**src/hdl/lfu_pkg.sv**
```systemverilog
// Shared types and constants for the LFU frame replacer.
package lfu_pkg;

   // Default build sizes
   localparam int MAX_FRAMES_DEF = 16;
   localparam int PAGE_BITS_DEF  = 16;
   localparam int COUNT_BITS_DEF = 16;

   // Fixed field widths
   localparam int PAGE_PORT_W = 16;
   localparam int SLOT_W      = 4;
   localparam int STAMP_W     = 32;
   localparam int FAULT_W     = 32;
   localparam int FRAMES_W    = 5;

   // Configuration port
   localparam int CSR_ADDR_W = 2;
   localparam int CSR_DATA_W = 32;
   localparam logic [CSR_ADDR_W-1:0] FRAMES_IN_USE_ADDR  = 2'd0;
   localparam logic [FRAMES_W-1:0]   FRAMES_IN_USE_RESET = 5'd16;

   // Commands from the controller to the datapath
   typedef struct packed {
      logic start;    // latch the item and open a scan
      logic scan;     // issue one frame-table read
      logic update;   // write the chosen frame and load the result
   } lfu_cmd_type;

   // Status from the datapath to the controller
   typedef struct packed {
      logic scan_last; // read being issued is the last active frame
      logic out_free;  // result register can take a new item
   } lfu_sts_type;

endpackage

```
**src/hdl/lfu_ctrl.sv**
```systemverilog
// Sequencer for the LFU frame replacer: accept, scan, drain, update.
module lfu_ctrl
   import lfu_pkg::*;
(
   input  logic        clock,
   input  logic        reset,
   input  logic        req_valid,
   output logic        req_ready,
   input  lfu_sts_type sts,
   output lfu_cmd_type cmd
);

   localparam logic [1:0] ST_IDLE   = 2'd0;
   localparam logic [1:0] ST_SCAN   = 2'd1;
   localparam logic [1:0] ST_DRAIN  = 2'd2;
   localparam logic [1:0] ST_UPDATE = 2'd3;

   logic [1:0] state_ff;
   logic [1:0] state_in;

   // Next state and commands
   always_comb begin
      state_in   = state_ff;
      req_ready  = 1'b0;
      cmd        = '0;
      unique case (state_ff)
         ST_IDLE: begin
            req_ready = 1'b1;
            if (req_valid) begin
               cmd.start = 1'b1;
               state_in  = ST_SCAN;
            end
         end
         ST_SCAN: begin
            cmd.scan = 1'b1;
            if (sts.scan_last) begin
               state_in = ST_DRAIN;
            end
         end
         ST_DRAIN: begin
            state_in = ST_UPDATE;
         end
         ST_UPDATE: begin
            if (sts.out_free) begin
               cmd.update = 1'b1;
               state_in   = ST_IDLE;
            end
         end
         default: begin
            state_in = ST_IDLE;
         end
      endcase
   end

   // State register
   always_ff @(posedge clock) begin
      if (reset) begin
         state_ff <= ST_IDLE;
      end else begin
         state_ff <= state_in;
      end
   end

endmodule

```
**src/hdl/lfu_dpath.sv**
```systemverilog
// Frame table, merged hit/empty/victim scan and result register.
module lfu_dpath
   import lfu_pkg::*;
#(
   parameter int MAX_FRAMES = MAX_FRAMES_DEF,
   parameter int PAGE_BITS  = PAGE_BITS_DEF,
   parameter int COUNT_BITS = COUNT_BITS_DEF
)(
   input  logic                   clock,
   input  logic                   reset,
   input  lfu_cmd_type            cmd,
   output lfu_sts_type            sts,
   input  logic [PAGE_PORT_W-1:0] page_number,
   input  logic [FRAMES_W-1:0]    frames_in_use,
   input  logic                   rsp_ready,
   output logic                   rsp_valid,
   output logic                   rsp_was_hit,
   output logic [SLOT_W-1:0]      rsp_frame_slot,
   output logic                   rsp_evicted_valid,
   output logic [PAGE_PORT_W-1:0] rsp_evicted_page,
   output logic [FAULT_W-1:0]     rsp_fault_total
);

   localparam int IDX_W = (MAX_FRAMES > 1) ? $clog2(MAX_FRAMES) : 1;

   // Frame table memories
   logic [PAGE_BITS-1:0]  tag_mem   [MAX_FRAMES];
   logic [COUNT_BITS-1:0] cnt_mem   [MAX_FRAMES];
   logic [STAMP_W-1:0]    stamp_mem [MAX_FRAMES];
   logic [MAX_FRAMES-1:0] valid_ff;

   // Item state
   logic [PAGE_BITS-1:0] page_ff;
   logic [STAMP_W-1:0]   ref_clock_ff;
   logic [FAULT_W-1:0]   fault_ff;
   logic [FAULT_W-1:0]   fault_in;
   logic [IDX_W-1:0]     scan_idx_ff;
   logic [IDX_W-1:0]     last_idx;

   // Read stage
   logic                  rd_en_ff;
   logic [IDX_W-1:0]      rd_idx_ff;
   logic                  rd_valid_ff;
   logic [PAGE_BITS-1:0]  rd_tag_ff;
   logic [COUNT_BITS-1:0] rd_cnt_ff;
   logic [STAMP_W-1:0]    rd_stamp_ff;

   // Scan results
   logic                  hit_ff;
   logic [IDX_W-1:0]      hit_idx_ff;
   logic [COUNT_BITS-1:0] hit_cnt_ff;
   logic                  empty_ff;
   logic [IDX_W-1:0]      empty_idx_ff;
   logic [IDX_W-1:0]      vic_idx_ff;
   logic [COUNT_BITS-1:0] vic_cnt_ff;
   logic [STAMP_W-1:0]    vic_stamp_ff;
   logic [PAGE_BITS-1:0]  vic_tag_ff;

   logic                  take_hit;
   logic                  take_empty;
   logic                  take_vic;

   // Update values
   logic                  miss;
   logic [IDX_W-1:0]      slot;
   logic [COUNT_BITS-1:0] cnt_wr;

   // Result register
   logic                   rsp_valid_ff;
   logic                   rsp_hit_ff;
   logic [SLOT_W-1:0]      rsp_slot_ff;
   logic                   rsp_ev_valid_ff;
   logic [PAGE_PORT_W-1:0] rsp_ev_page_ff;
   logic [FAULT_W-1:0]     rsp_fault_ff;

   // Clamp the active frame count and turn it into the last scanned index
   always_comb begin
      if (frames_in_use == '0) begin
         last_idx = '0;
      end else if ({27'd0, frames_in_use} > 32'(MAX_FRAMES)) begin
         last_idx = IDX_W'(MAX_FRAMES - 1);
      end else begin
         last_idx = IDX_W'(frames_in_use - 5'd1);
      end
   end

   assign sts.scan_last = (scan_idx_ff == last_idx);
   assign sts.out_free  = !rsp_valid_ff || rsp_ready;

   // Latch the page, advance the reference clock, step the scan counter
   always_ff @(posedge clock) begin
      if (cmd.start) begin
         page_ff <= PAGE_BITS'(page_number);
      end
      if (cmd.start) begin
         scan_idx_ff <= '0;
      end else if (cmd.scan) begin
         scan_idx_ff <= scan_idx_ff + 1'b1;
      end
   end

   always_ff @(posedge clock) begin
      if (reset) begin
         ref_clock_ff <= '0;
      end else if (cmd.start && (ref_clock_ff != '1)) begin
         ref_clock_ff <= ref_clock_ff + 1'b1;
      end
   end

   // Registered table reads, one frame a cycle
   always_ff @(posedge clock) begin
      if (reset) begin
         rd_en_ff <= 1'b0;
      end else begin
         rd_en_ff <= cmd.scan;
      end
   end

   always_ff @(posedge clock) begin
      if (cmd.scan) begin
         rd_idx_ff   <= scan_idx_ff;
         rd_valid_ff <= valid_ff[scan_idx_ff];
         rd_tag_ff   <= tag_mem[scan_idx_ff];
         rd_cnt_ff   <= cnt_mem[scan_idx_ff];
         rd_stamp_ff <= stamp_mem[scan_idx_ff];
      end
   end

   // Compare the read frame against the running best picks
   assign take_hit   = rd_en_ff && rd_valid_ff && !hit_ff && (rd_tag_ff == page_ff);
   assign take_empty = rd_en_ff && !rd_valid_ff && !empty_ff;
   assign take_vic   = rd_en_ff && ((rd_idx_ff == '0) ||
                                    (rd_cnt_ff < vic_cnt_ff) ||
                                    ((rd_cnt_ff == vic_cnt_ff) &&
                                     (rd_stamp_ff < vic_stamp_ff)));

   always_ff @(posedge clock) begin
      if (cmd.start) begin
         hit_ff   <= 1'b0;
         empty_ff <= 1'b0;
      end else begin
         if (take_hit) begin
            hit_ff <= 1'b1;
         end
         if (take_empty) begin
            empty_ff <= 1'b1;
         end
      end
      if (take_hit) begin
         hit_idx_ff <= rd_idx_ff;
         hit_cnt_ff <= rd_cnt_ff;
      end
      if (take_empty) begin
         empty_idx_ff <= rd_idx_ff;
      end
      if (take_vic) begin
         vic_idx_ff   <= rd_idx_ff;
         vic_cnt_ff   <= rd_cnt_ff;
         vic_stamp_ff <= rd_stamp_ff;
         vic_tag_ff   <= rd_tag_ff;
      end
   end

   // Pick the frame and the values to write
   assign miss = !hit_ff;

   always_comb begin
      if (hit_ff) begin
         slot = hit_idx_ff;
      end else if (empty_ff) begin
         slot = empty_idx_ff;
      end else begin
         slot = vic_idx_ff;
      end
   end

   always_comb begin
      if (!hit_ff) begin
         cnt_wr = COUNT_BITS'(1);
      end else if (hit_cnt_ff == '1) begin
         cnt_wr = hit_cnt_ff;
      end else begin
         cnt_wr = hit_cnt_ff + 1'b1;
      end
   end

   always_comb begin
      fault_in = fault_ff;
      if (miss && (fault_ff != '1)) begin
         fault_in = fault_ff + 1'b1;
      end
   end

   // Table writes
   always_ff @(posedge clock) begin
      if (cmd.update) begin
         cnt_mem[slot] <= cnt_wr;
      end
   end

   always_ff @(posedge clock) begin
      if (cmd.update && miss) begin
         tag_mem[slot] <= page_ff;
      end
   end

   always_ff @(posedge clock) begin
      if (cmd.update && miss) begin
         stamp_mem[slot] <= ref_clock_ff;
      end
   end

   always_ff @(posedge clock) begin
      if (reset) begin
         valid_ff <= '0;
         fault_ff <= '0;
      end else if (cmd.update) begin
         fault_ff <= fault_in;
         if (miss) begin
            valid_ff[slot] <= 1'b1;
         end
      end
   end

   // Result register: load on update, hold until taken
   always_ff @(posedge clock) begin
      if (reset) begin
         rsp_valid_ff <= 1'b0;
      end else if (cmd.update) begin
         rsp_valid_ff <= 1'b1;
      end else if (rsp_ready) begin
         rsp_valid_ff <= 1'b0;
      end
   end

   always_ff @(posedge clock) begin
      if (cmd.update) begin
         rsp_hit_ff      <= hit_ff;
         rsp_slot_ff     <= SLOT_W'(slot);
         rsp_ev_valid_ff <= miss && !empty_ff;
         rsp_ev_page_ff  <= (miss && !empty_ff) ? PAGE_PORT_W'(vic_tag_ff) : '0;
         rsp_fault_ff    <= fault_in;
      end
   end

   assign rsp_valid         = rsp_valid_ff;
   assign rsp_was_hit       = rsp_hit_ff;
   assign rsp_frame_slot    = rsp_slot_ff;
   assign rsp_evicted_valid = rsp_ev_valid_ff;
   assign rsp_evicted_page  = rsp_ev_page_ff;
   assign rsp_fault_total   = rsp_fault_ff;

endmodule

```
**src/hdl/lfu_frame_replacer.sv**
```systemverilog
// LFU frame replacer with oldest-load tie break. Each page reference item is
// checked against up to MAX_FRAMES frames by one scan that reads one frame per
// cycle from the frame table and finds the hit, the first empty frame and the
// least-used, oldest-loaded victim together. With n active frames (frames_in_use,
// 0 taken as 1 and clamped to MAX_FRAMES) an item is accepted, then n table reads
// are issued, the last read is compared, and a write-back updates the table and
// loads the result; the next item can be accepted in the cycle after the
// write-back. The write-back waits while the output register still holds an
// untaken result. One item is worked on at a time; the next one is accepted
// while the previous result still waits in the output register. frames_in_use
// sits at byte address 0.
module lfu_frame_replacer
   import lfu_pkg::*;
#(
   parameter int MAX_FRAMES = MAX_FRAMES_DEF,
   parameter int PAGE_BITS  = PAGE_BITS_DEF,
   parameter int COUNT_BITS = COUNT_BITS_DEF
)(
   input  logic                   clock,
   input  logic                   reset,
   // Reference items
   input  logic                   req_valid,
   output logic                   req_ready,
   input  logic [PAGE_PORT_W-1:0] req_page_number,
   // Result items
   output logic                   rsp_valid,
   input  logic                   rsp_ready,
   output logic                   rsp_was_hit,
   output logic [SLOT_W-1:0]      rsp_frame_slot,
   output logic                   rsp_evicted_valid,
   output logic [PAGE_PORT_W-1:0] rsp_evicted_page,
   output logic [FAULT_W-1:0]     rsp_fault_total,
   // Configuration port
   input  logic                   csr_psel,
   input  logic                   csr_penable,
   input  logic                   csr_pwrite,
   input  logic [CSR_ADDR_W-1:0]  csr_paddr,
   input  logic [CSR_DATA_W-1:0]  csr_pwdata,
   output logic [CSR_DATA_W-1:0]  csr_prdata,
   output logic                   csr_pready
);

   lfu_cmd_type         cmd;
   lfu_sts_type         sts;
   logic [FRAMES_W-1:0] frames_ff;

   // Configuration register: a single 5-bit register in the low bits of the word, written at any address
   assign csr_pready = 1'b1;

   always_ff @(posedge clock) begin
      if (reset) begin
         frames_ff <= FRAMES_IN_USE_RESET;
      end else if (csr_psel && csr_penable && csr_pwrite) begin
         frames_ff <= csr_pwdata[FRAMES_W-1:0];
      end
   end

   assign csr_prdata = (csr_paddr == FRAMES_IN_USE_ADDR) ?
                       CSR_DATA_W'(frames_ff) : '0;

   lfu_ctrl u_ctrl (
      .clock     (clock),
      .reset     (reset),
      .req_valid (req_valid),
      .req_ready (req_ready),
      .sts       (sts),
      .cmd       (cmd)
   );

   lfu_dpath #(
      .MAX_FRAMES (MAX_FRAMES),
      .PAGE_BITS  (PAGE_BITS),
      .COUNT_BITS (COUNT_BITS)
   ) u_dpath (
      .clock             (clock),
      .reset             (reset),
      .cmd               (cmd),
      .sts               (sts),
      .page_number       (req_page_number),
      .frames_in_use     (frames_ff),
      .rsp_ready         (rsp_ready),
      .rsp_valid         (rsp_valid),
      .rsp_was_hit       (rsp_was_hit),
      .rsp_frame_slot    (rsp_frame_slot),
      .rsp_evicted_valid (rsp_evicted_valid),
      .rsp_evicted_page  (rsp_evicted_page),
      .rsp_fault_total   (rsp_fault_total)
   );

endmodule
```
**config.mk**
```make
export PLATFORM = sky130hd
export DESIGN_NAME = lfu_frame_replacer
export DESIGN_NICKNAME = d
export VERILOG_FILES = /design/src/hdl/lfu_pkg.sv /design/src/hdl/lfu_ctrl.sv /design/src/hdl/lfu_dpath.sv /design/src/hdl/lfu_frame_replacer.sv
export SDC_FILE = /design/constraint.sdc
export NUM_CORES = 1
export LEC_CHECK = 0
export BUFFER_PORTS_ARGS = -buffer_cell sky130_fd_sc_hd__clkbuf_2
export CAP_MARGIN = 40
export CORE_MARGIN = 5
export CORE_UTILIZATION = 30
export DETAILED_ROUTE_END_ITERATION = 10
export HOLD_SLACK_MARGIN = 0.06
export MAX_ROUTING_LAYER = met4
export SETUP_SLACK_MARGIN = 0.2
export SLEW_MARGIN = 20
export SYNTH_ARGS = -nofsm -noshare
export SYNTH_HDL_FRONTEND = slang
export SYNTH_SLANG_ARGS = --single-unit
```
**constraint.sdc**
```tcl
create_clock -name clock -period 6.4 [get_ports clock]
set_input_delay 0.32 -clock clock [delete_from_list [all_inputs] [get_ports clock]]
set_output_delay 0.32 -clock clock [all_outputs]
set_load 0.02 [all_outputs]
```
==> results of run 1 <==
## registers in the layout, summed over array words and instances (netlist names), 5 cells and up
signal,flops
u_dpath.vic_stamp_ff,32
u_dpath.rsp_evicted_page,16
frames_ff,5
u_dpath.rsp_fault_total,32
u_dpath.rd_tag_ff,16
u_dpath.hit_cnt_ff,16
u_dpath.fault_ff,32
u_dpath.vic_cnt_ff,16
u_dpath.ref_clock_ff,32
u_dpath.rd_stamp_ff,32
u_dpath.vic_tag_ff,16
u_dpath.rd_cnt_ff,16
u_dpath.page_ff,16
u_dpath.tag_mem,256
u_dpath.valid_ff,16
u_dpath.cnt_mem,256
u_dpath.stamp_mem,512
## cells by family after synthesis
kind of cell / count (synthesis)
multiplexers: 339
AND/OR/NAND/NOR: 432
buffers and inverters: 211
other: 2
AO/OA/AOI/OAI: 108
flip-flops: 1350
adder cells (fa/ha/maj): 56
XOR/XNOR: 113
## area by class of cell
type / instances / area (µm²) / area share (%)
antenna: 1 / 2.502 / 0.004091
timing repair buffer: 207 / 1720 / 2.813
clock inverter: 73 / 742.0 / 1.213
tap: 2325 / 2909 / 4.756
sequential: 1350 / 39600 / 64.75
multi-input combinational: 1076 / 12350 / 20.20
clock buffer: 167 / 3582 / 5.857
inverter: 66 / 249.0 / 0.4071
## where the power goes
part | internal (W) | leakage [nW] | switching (W)
registers | 0.0103 | 12.5 | 0.000357
clock network | 0.00438 | 2.09 | 0.00334
logic | 0.00151 | 4.86 | 0.00173
total | 0.0162 | 19.4 | 0.00543
## cells in the mapped netlist (all sizes together), types with 2 or more instances
| cell | number |
|---|---|
| edfxtp | 1255 |
| mux4 | 325 |
| nor2 | 137 |
| dfxtp | 95 |
| buf | 78 |
| clkbuf | 67 |
| inv | 66 |
| nand2 | 58 |
| xor2 | 57 |
| ha | 56 |
| xnor2 | 56 |
| nor3 | 52 |
| a21oi | 41 |
| nand3 | 41 |
| nand4 | 31 |
| o21ai | 22 |
| and2 | 21 |
| nor4 | 19 |
| and4 | 14 |
| or3 | 14 |
| and3 | 13 |
| mux2i | 13 |
| a21o | 11 |
| nand2b | 9 |
| nor2b | 6 |
| o211ai | 6 |
| a211oi | 5 |
| a31oi | 5 |
| nor3b | 4 |
| or2 | 4 |
| o21a | 3 |
| or4 | 3 |
| a41oi | 2 |
| conb | 2 |
| nor4b | 2 |
| o2111ai | 2 |
| o21ba | 2 |
## per-stage QoR
stage / utilization, % / instances / total power (W) / hold WS [ps] / worst slack [ps]
2_1_floorplan: - / 2637 / 0.01311 / 406.4 / 1088
3_3_place_gp: 32.18 / 4965 / 0.01409 / 428.6 / 3006
3_5_place_dp: 32.45 / 4993 / 0.01414 / 441.8 / 2991
4_1_cts: 35.09 / 5260 / 0.02191 / 72.02 / 2973
5_1_grt: 35.11 / 5265 / 0.02251 / 185.4 / 2791
6_report: 35.11 / 5265 / 0.02160 / 134.7 / 3012
## critical path: cells and delay by family, from the launching register on
family,cells,cell delay (ps)
and+or+nand+nor,3,730
DFF,1,320
buffers and inverters,3,1550
muxes,1,370
## how the worst min path moves through the flow
| stage | from | to | slack (ps) | depth (start not counted) |
|---|---|---|---|---|
| 2_1_floorplan | u_dpath.scan_idx_ff[2]$_SDFFE_PP0P_ | u_dpath.rd_idx_ff[2]$_DFFE_PP_ | 410 | 0 |
| 3_3_place_gp | u_dpath.rd_stamp_ff[0]$_DFFE_PP_ | u_dpath.vic_stamp_ff[0]$_DFFE_PP_ | 430 | 0 |
| 3_5_place_dp | u_dpath.rd_stamp_ff[26]$_DFFE_PP_ | u_dpath.vic_stamp_ff[26]$_DFFE_PP_ | 440 | 0 |
| 4_1_cts | csr_penable | frames_ff[2]$_SDFFE_PP0P_ | 70 | 4 |
| 5_1_grt | csr_pwrite | frames_ff[2]$_SDFFE_PP0P_ | 190 | 4 |
| 6_report | csr_penable | frames_ff[2]$_SDFFE_PP0P_ | 130 | 4 |
## cells in the final DEF, fill, tap and decap left out, types with 17 or more instances in the layout
| cell type | instances |
|---|---|
| o21ai_0 | 19 |
| nand4_1 | 30 |
| nand3_1 | 40 |
| and2_1 | 21 |
| clkinv_1 | 26 |
| dlygate4sd3_1 | 27 |
| clkbuf_2 | 89 |
| inv_1 | 65 |
| dfxtp_1 | 90 |
| a21oi_1 | 41 |
| buf_4 | 66 |
| nand2_1 | 57 |
| clkinv_2 | 18 |
| ha_1 | 55 |
| nor2_1 | 120 |
| mux4_2 | 325 |
| nor3_1 | 32 |
| conb_1 | 28 |
| nor2_2 | 17 |
| clkbuf_16 | 138 |
| edfxtp_1 | 1255 |
| xnor2_1 | 56 |
| clkbuf_1 | 27 |
| xor2_1 | 57 |
| nor3_2 | 20 |
## routing by layer
metal / up-vias / part of all wire [%]
li1: 10950 / -
met1: 13080 / 43
met2: 601 / 50
met3: 196 / 4.5
met4: 0 / 2.8
met5: - / 0
==> metrics.md, run 1 <==
| Metric | Value |
|---|---|
| Number of different library cells in the post-synthesis netlist | `66` |
| Post-detailed-route DRC marker count | `0` |
| Leading area contributor after synthesis | `edfxtp_1` |
| Via count | `24830` |
| Initial antenna violation count | `1` |
| Iteration-0 DRC Markers | `2164` |
| Final setup TNS | `0 ps` |
| Portion of the clock cycle consumed by the worst path in the final layout | `52.94%` |
| Final Instance Area | `61160 µm²` |
| Number of flops mapped to enable cells by yosys | `1255` |
| Sequential share of the synthesized area | `75.16%` |
| Ys Warns | `0` |
| Post-layout minimum cycle time | `3388 ps` |
| Destination of the worst register-to-register timing path | `u_dpath.stamp_mem[7][3]$_DFFE_PP_` |
| Buffers inserted by post-CTS timing repair | `0` |
| Number of routed nets with antenna violations | `0` |
| Met3 Resource Use GR | `2.031%` |
| Mapped Cells | `2611` |
| Placed cell areas | `56530 µm²` |
| Highest attainable clock frequency | `295.1 MHz` |
| Xor/xnor share of the synthesized area | `1.879%` |
| Final setup fails | `0` |
| Combined global-route utilization of all metal layers | `12.51%` |
| Area share of the largest cell type after synthesis | `71.55%` |
| Post-cts repair resize count | `0` |
| Slowest-stage cell, CP | `buf_4` |
| Synth Cell Area | `52670 µm²` |
| Arrival time reported for the critical path endpoint | `3760 ps` |
| Synthesized-area fraction occupied by adder cells | `1.330%` |
| Fraction of layout cells with a size suffix above 1 | `25.79%` |
| Worst reg2reg startpoint | `u_dpath.hit_ff$_SDFFE_PP0P_` |
| Headroom to the max-slew limit | `37.95%` |
| Cell Chain, Critical Path | `inv_1 > mux2i_1 > nor2_1 > nand2_1 > nor3_2 > buf_4 > buf_4` |
| Kind of start point of the critical path | `flop` |
| Clock sink count | `1350` |
| Number of endpoints with negative hold slack in the final report | `0` |
| Capture point of the worst path | `u_dpath.stamp_mem[7][3]$_DFFE_PP_` |
| Number of buffers inserted during clock tree synthesis | `135` |
| Simple-gate area share of the yosys netlist | `4.254%` |
| Prevailing post-synth register cell | `edfxtp_1` |
| Final weighted congestion in routability-driven placement | `0.7553` |
| Maximum number of pins on one net before global-route repair | `123` |
| Most congested layer reported by global routing | `met2` |
| Core outline area | `174200 µm²` |
| HPWL after detailed placement | `63720 µm` |
| Clock tree root buffer cell | `clkbuf_16` |
| Met1 Use GR | `16.14%` |
| Global-route wire length before repair | `169100 µm` |
| Effective utilization at floorplan | `30.24%` |
| Proportion of synthesized flip-flops having asynchronous set or reset | `0%` |
| Number of buffers between clock root and the deepest sink | `3` |
| Number of maximum-capacitance violations | `0` |
| # IOs | `146` |
| Total routed wirelength | `113300 µm` |
| Clock insertion delay at the later pin of the skew report | `760 ps` |
| Worst reg2reg path depth | `7` |
| Compound-gate portion of the synthesized area | `1.333%` |
| Met2 Use GR | `20.34%` |
| Maximum vdd drop | `0.4812 mV` |
| R2r setup slk | `3010 ps` |
| Tightest Hold Check Type | `in2reg` |
| Setup repair after global routing missed its margin | `false` |
| CTS tree | `done` |
| Number of search-and-repair iterations in the first detailed-routing pass | `5` |
| #FFs+latches synth | `1350` |
| Grt ovf | `0` |
| Status | `complete, no violations` |
| NumNets Final | `2949` |
| Avg Inst Size Synth | `20.17 µm²` |
| Number of buffers inserted by port buffering | `90` |
| Average routed wire per standard cell | `21.52 µm` |
| Area of the die | `184100 µm²` |
| Critical path start-end classification | `reg2reg` |
| Multiplexer fraction of the synthesized cell area | `14.16%` |
| Via-to-Cell Ratio | `4.716` |
| Count of standard-cell rows | `153` |
| Max Clock Skew | `32.91 ps` |
| Count of final max-slew check failures | `0` |
| Largest family of logic cells by synthesized area | `multiplexers` |
| Layout overhead on the synthesized area | `16.12%` |
| Slew at the pin closest to its max-slew limit | `930.7 ps` |
| Worst-path clk slew | `60 ps` |
| Final-layout fill cell count | `16130` |
| Stage delay of the slowest cell on the critical path | `670 ps` |
| Leakage power summed over all cells | `19.42 nW` |
| Level count of the clock H-tree | `4` |
| Top area cells in the synthesized netlist | `edfxtp_1, mux4_2, dfxtp_1` |
| Worst Path Max Fanout | `31` |
| Chip height | `429.0 µm` |
| Worst Setup End Kind | `flop` |
| Power Density | `353.2 nW/µm²` |
| Die outline width | `429.0 µm` |
| Vias in the first global route | `25610` |
| Most common cell type on the critical path | `buf_4` |
| Required @ worst endpoint | `6770 ps` |
| Crit path launch | `u_dpath.hit_ff$_SDFFE_PP0P_` |
| Hold Buf Count CTS | `27` |
No activity file was read; power rests on OpenSTA's default activity.
==> run 2, diff against run 1 <==
==> constraint.sdc (replaced) <==
create_clock -name clock -period 2.85 [get_ports clock]
set_input_delay 0.1425 -clock clock [delete_from_list [all_inputs] [get_ports clock]]
set_output_delay 0.1425 -clock clock [all_outputs]
set_load 0.02 [all_outputs]
==> metrics.md, run 2 (synthesized netlist as in run 1, its figures left out) <==
| Metric | Value |
|---|---|
| Status | `complete, no violations` |
| Clock insertion delay at the later pin of the skew report | `780 ps` |
| CTS tree | `done` |
| Clock sink count | `1350` |
| Critical path start-end classification | `reg2reg` |
| Headroom to the max-slew limit | `47.85%` |
| Destination of the worst register-to-register timing path | `u_dpath.vic_tag_ff[7]$_DFFE_PP_` |
| Stage delay of the slowest cell on the critical path | `390 ps` |
| Number of endpoints with negative hold slack in the final report | `0` |
| Cell Chain, Critical Path | `inv_2 > ha_4 > a21o_1 > a21o_1 > a21o_1 > a31oi_4 > a21oi_2 > buf_4 > o31ai_4 > buf_12 > buf_16` |
| Max Clock Skew | `43.96 ps` |
| Number of flip-flops in the largest register | `512` |
| Via-to-Cell Ratio | `4.748` |
| Most common cell after layout, fill and taps aside | `edfxtp_1` |
| Final Instance Area | `63040 µm²` |
| Total routed wirelength | `117400 µm` |
| Worst reg2reg path depth | `11` |
| Initial antenna violation count | `1` |
| Global-route wire length before repair | `173100 µm` |
| Post-detailed-route DRC marker count | `0` |
| Area of the die | `184100 µm²` |
| Final weighted congestion in routability-driven placement | `0.7605` |
| Die outline width | `429.0 µm` |
| Count of final max-slew check failures | `0` |
| Setup repair after global routing missed its margin | `true` |
| Portion of the clock cycle consumed by the worst path in the final layout | `92.54%` |
| Tightest hold margin | `160.2 ps` |
| Post-layout minimum cycle time | `2637 ps` |
| Maximum vdd drop | `0.6159 mV` |
| Iteration-0 DRC Markers | `1923` |
| Maximum number of pins on one net before global-route repair | `79` |
| Worst reg2reg startpoint | `u_dpath.vic_stamp_ff[13]$_DFFE_PP_` |
| Grt ovf | `0` |
| Number of routed nets with antenna violations | `0` |
| Fraction of layout cells with a size suffix above 1 | `28.78%` |
| Number of buffers inserted by port buffering | `90` |
| Leading cell types in the layout, fill and taps excluded | `edfxtp_1, mux4_2, clkbuf_16` |
| Required @ worst endpoint | `3310 ps` |
| Worst Path Max Fanout | `18` |
| Number of buffers between clock root and the deepest sink | `3` |
| NumNets Final | `3067` |
| Final setup fails | `0` |
| Vias in the first global route | `26040` |
| # IOs | `146` |
| Leakage power summed over all cells | `20.18 nW` |
| Capture point of the worst path | `u_dpath.vic_tag_ff[7]$_DFFE_PP_` |
| Count of standard-cell rows | `153` |
| Largest register by flop count | `u_dpath.stamp_mem` |
| Core outline area | `174200 µm²` |
| Placed cell areas | `57950 µm²` |
| Effective utilization at floorplan | `30.24%` |
| Number of search-and-repair iterations in the first detailed-routing pass | `5` |
| Highest attainable clock frequency | `379.2 MHz` |
| Power after layout | `0.04955 W` |
| Kind of start point of the critical path | `flop` |
| Crit path launch | `u_dpath.vic_stamp_ff[13]$_DFFE_PP_` |
| HPWL after detailed placement | `65540 µm` |
| Arrival time reported for the critical path endpoint | `3100 ps` |
| Worst Setup End Kind | `flop` |
| Pre-CTS setup slack | `56.23 ps` |
| Tightest Hold Check Type | `in2reg` |
| Level count of the clock H-tree | `4` |
| R2r setup slk | `210 ps` |
| Slew at the pin closest to its max-slew limit | `770.1 ps` |
| Worst-path clk slew | `60 ps` |
| Combined global-route utilization of all metal layers | `12.87%` |
| Leading registers by flop count | `u_dpath.stamp_mem x512, u_dpath.cnt_mem x256, u_dpath.tag_mem x256` |
| Power Density | `786.0 nW/µm²` |
| Via count | `25600` |
| Slowest-stage cell, CP | `edfxtp_1` |
| Average routed wire per standard cell | `21.78 µm` |
| Setup slack after layout | `212.7 ps` |
| Chip height | `429.0 µm` |
| Layout overhead on the synthesized area | `19.69%` |
| Clock tree root buffer cell | `clkbuf_16` |
| Number of buffers inserted during clock tree synthesis | `136` |
| Number of maximum-capacitance violations | `0` |
| Most common cell type on the critical path | `a21o_1` |
| Final-layout fill cell count | `15980` |
[run 2: cell count changes in the layout (fill, tap and decap cells not counted), moves of 6 or more]
cell / change
buf_12: +58
buf_4: +47
buf_8: -6
clkbuf_1: +14
clkbuf_8: +6
dlygate4sd3_1: +22
nor3_2: -16
nor3_4: +16
[run 2: final cells by class]
type / count / area (µm²) / share of cell area [%]
Tap cell: 2325 / 2909 / 4.615
Clock buffer: 186 / 3692 / 5.857
Sequential cell: 1350 / 39610 / 62.83
Clock inverter: 63 / 603.1 / 0.9567
Inverter: 66 / 247.7 / 0.3930
Timing Repair Buffer: 324 / 3286 / 5.212
Antenna cell: 1 / 2.502 / 0.003970
Multi-Input combinational cell: 1076 / 12690 / 20.13
[run 2: how the worst min path moves through the flow]
stage | endpoint | cells after the start | slack, ps | from
2_1_floorplan | u_dpath.page_ff[0]$_DFFE_PP_ | 0 | 240 | req_page_number[0]
3_3_place_gp | u_dpath.page_ff[12]$_DFFE_PP_ | 1 | 320 | req_page_number[12]
3_5_place_dp | u_dpath.page_ff[11]$_DFFE_PP_ | 1 | 320 | req_page_number[11]
4_1_cts | u_dpath.page_ff[3]$_DFFE_PP_ | 2 | 80 | req_page_number[3]
5_1_grt | u_dpath.page_ff[3]$_DFFE_PP_ | 2 | 120 | req_page_number[3]
6_report | u_dpath.page_ff[3]$_DFFE_PP_ | 2 | 160 | req_page_number[3]
[run 2: worst max-delay path, delay by kind of cell (launching register included)]
| kind | cells | cell delay (ps) |
|---|---|---|
| buffers and inverters | 4 | 660 |
| DFF | 1 | 390 |
| AOI/OAI and AO/OA | 6 | 1070 |
| adders and majority gates | 1 | 200 |
[run 2: report_power, final]
part / leakage (nW) / internal [W] / total [W] / switching (W)
combinational: 5.63 / 0.00401 / 0.00854 / 0.00452
clock: 2.08 / 0.00979 / 0.0173 / 0.00750
sequential: 12.5 / 0.0231 / 0.0237 / 0.000667
[run 2: timing repair]
| item | 4_1_cts | 5_1_grt |
|---|---|---|
| pin swaps | 1 | 5 |
| cloned | 1 | 3 |
| hold endpoints to repair | 93 | 0 |
| buffers inserted | 1 | 4 |
| hold buffers | 49 | 0 |
| endpoints found under the setup margin | 68 | 80 |
| resized for setup | 7 | 20 |
[run 2: stage by stage]
step | instances | utilization (%) | setup TNS [ps]
CTS | 5381 | 36.06 | 0
detailed placement | 5081 | 33.27 | 0
finish | 5391 | 36.19 | 0
global route | 5391 | 36.19 | 0
global placement | 5076 | 33.23 | 0
floorplan | 2637 | - | -53860
[run 2: per-layer routing]
layer / share of wire (%) / track usage (%)
met1: 42 / 16.22
met2: 51 / 21.31
met3: 4.9 / 2.260
met4: 2.4 / 3.986
met5: 0 / -
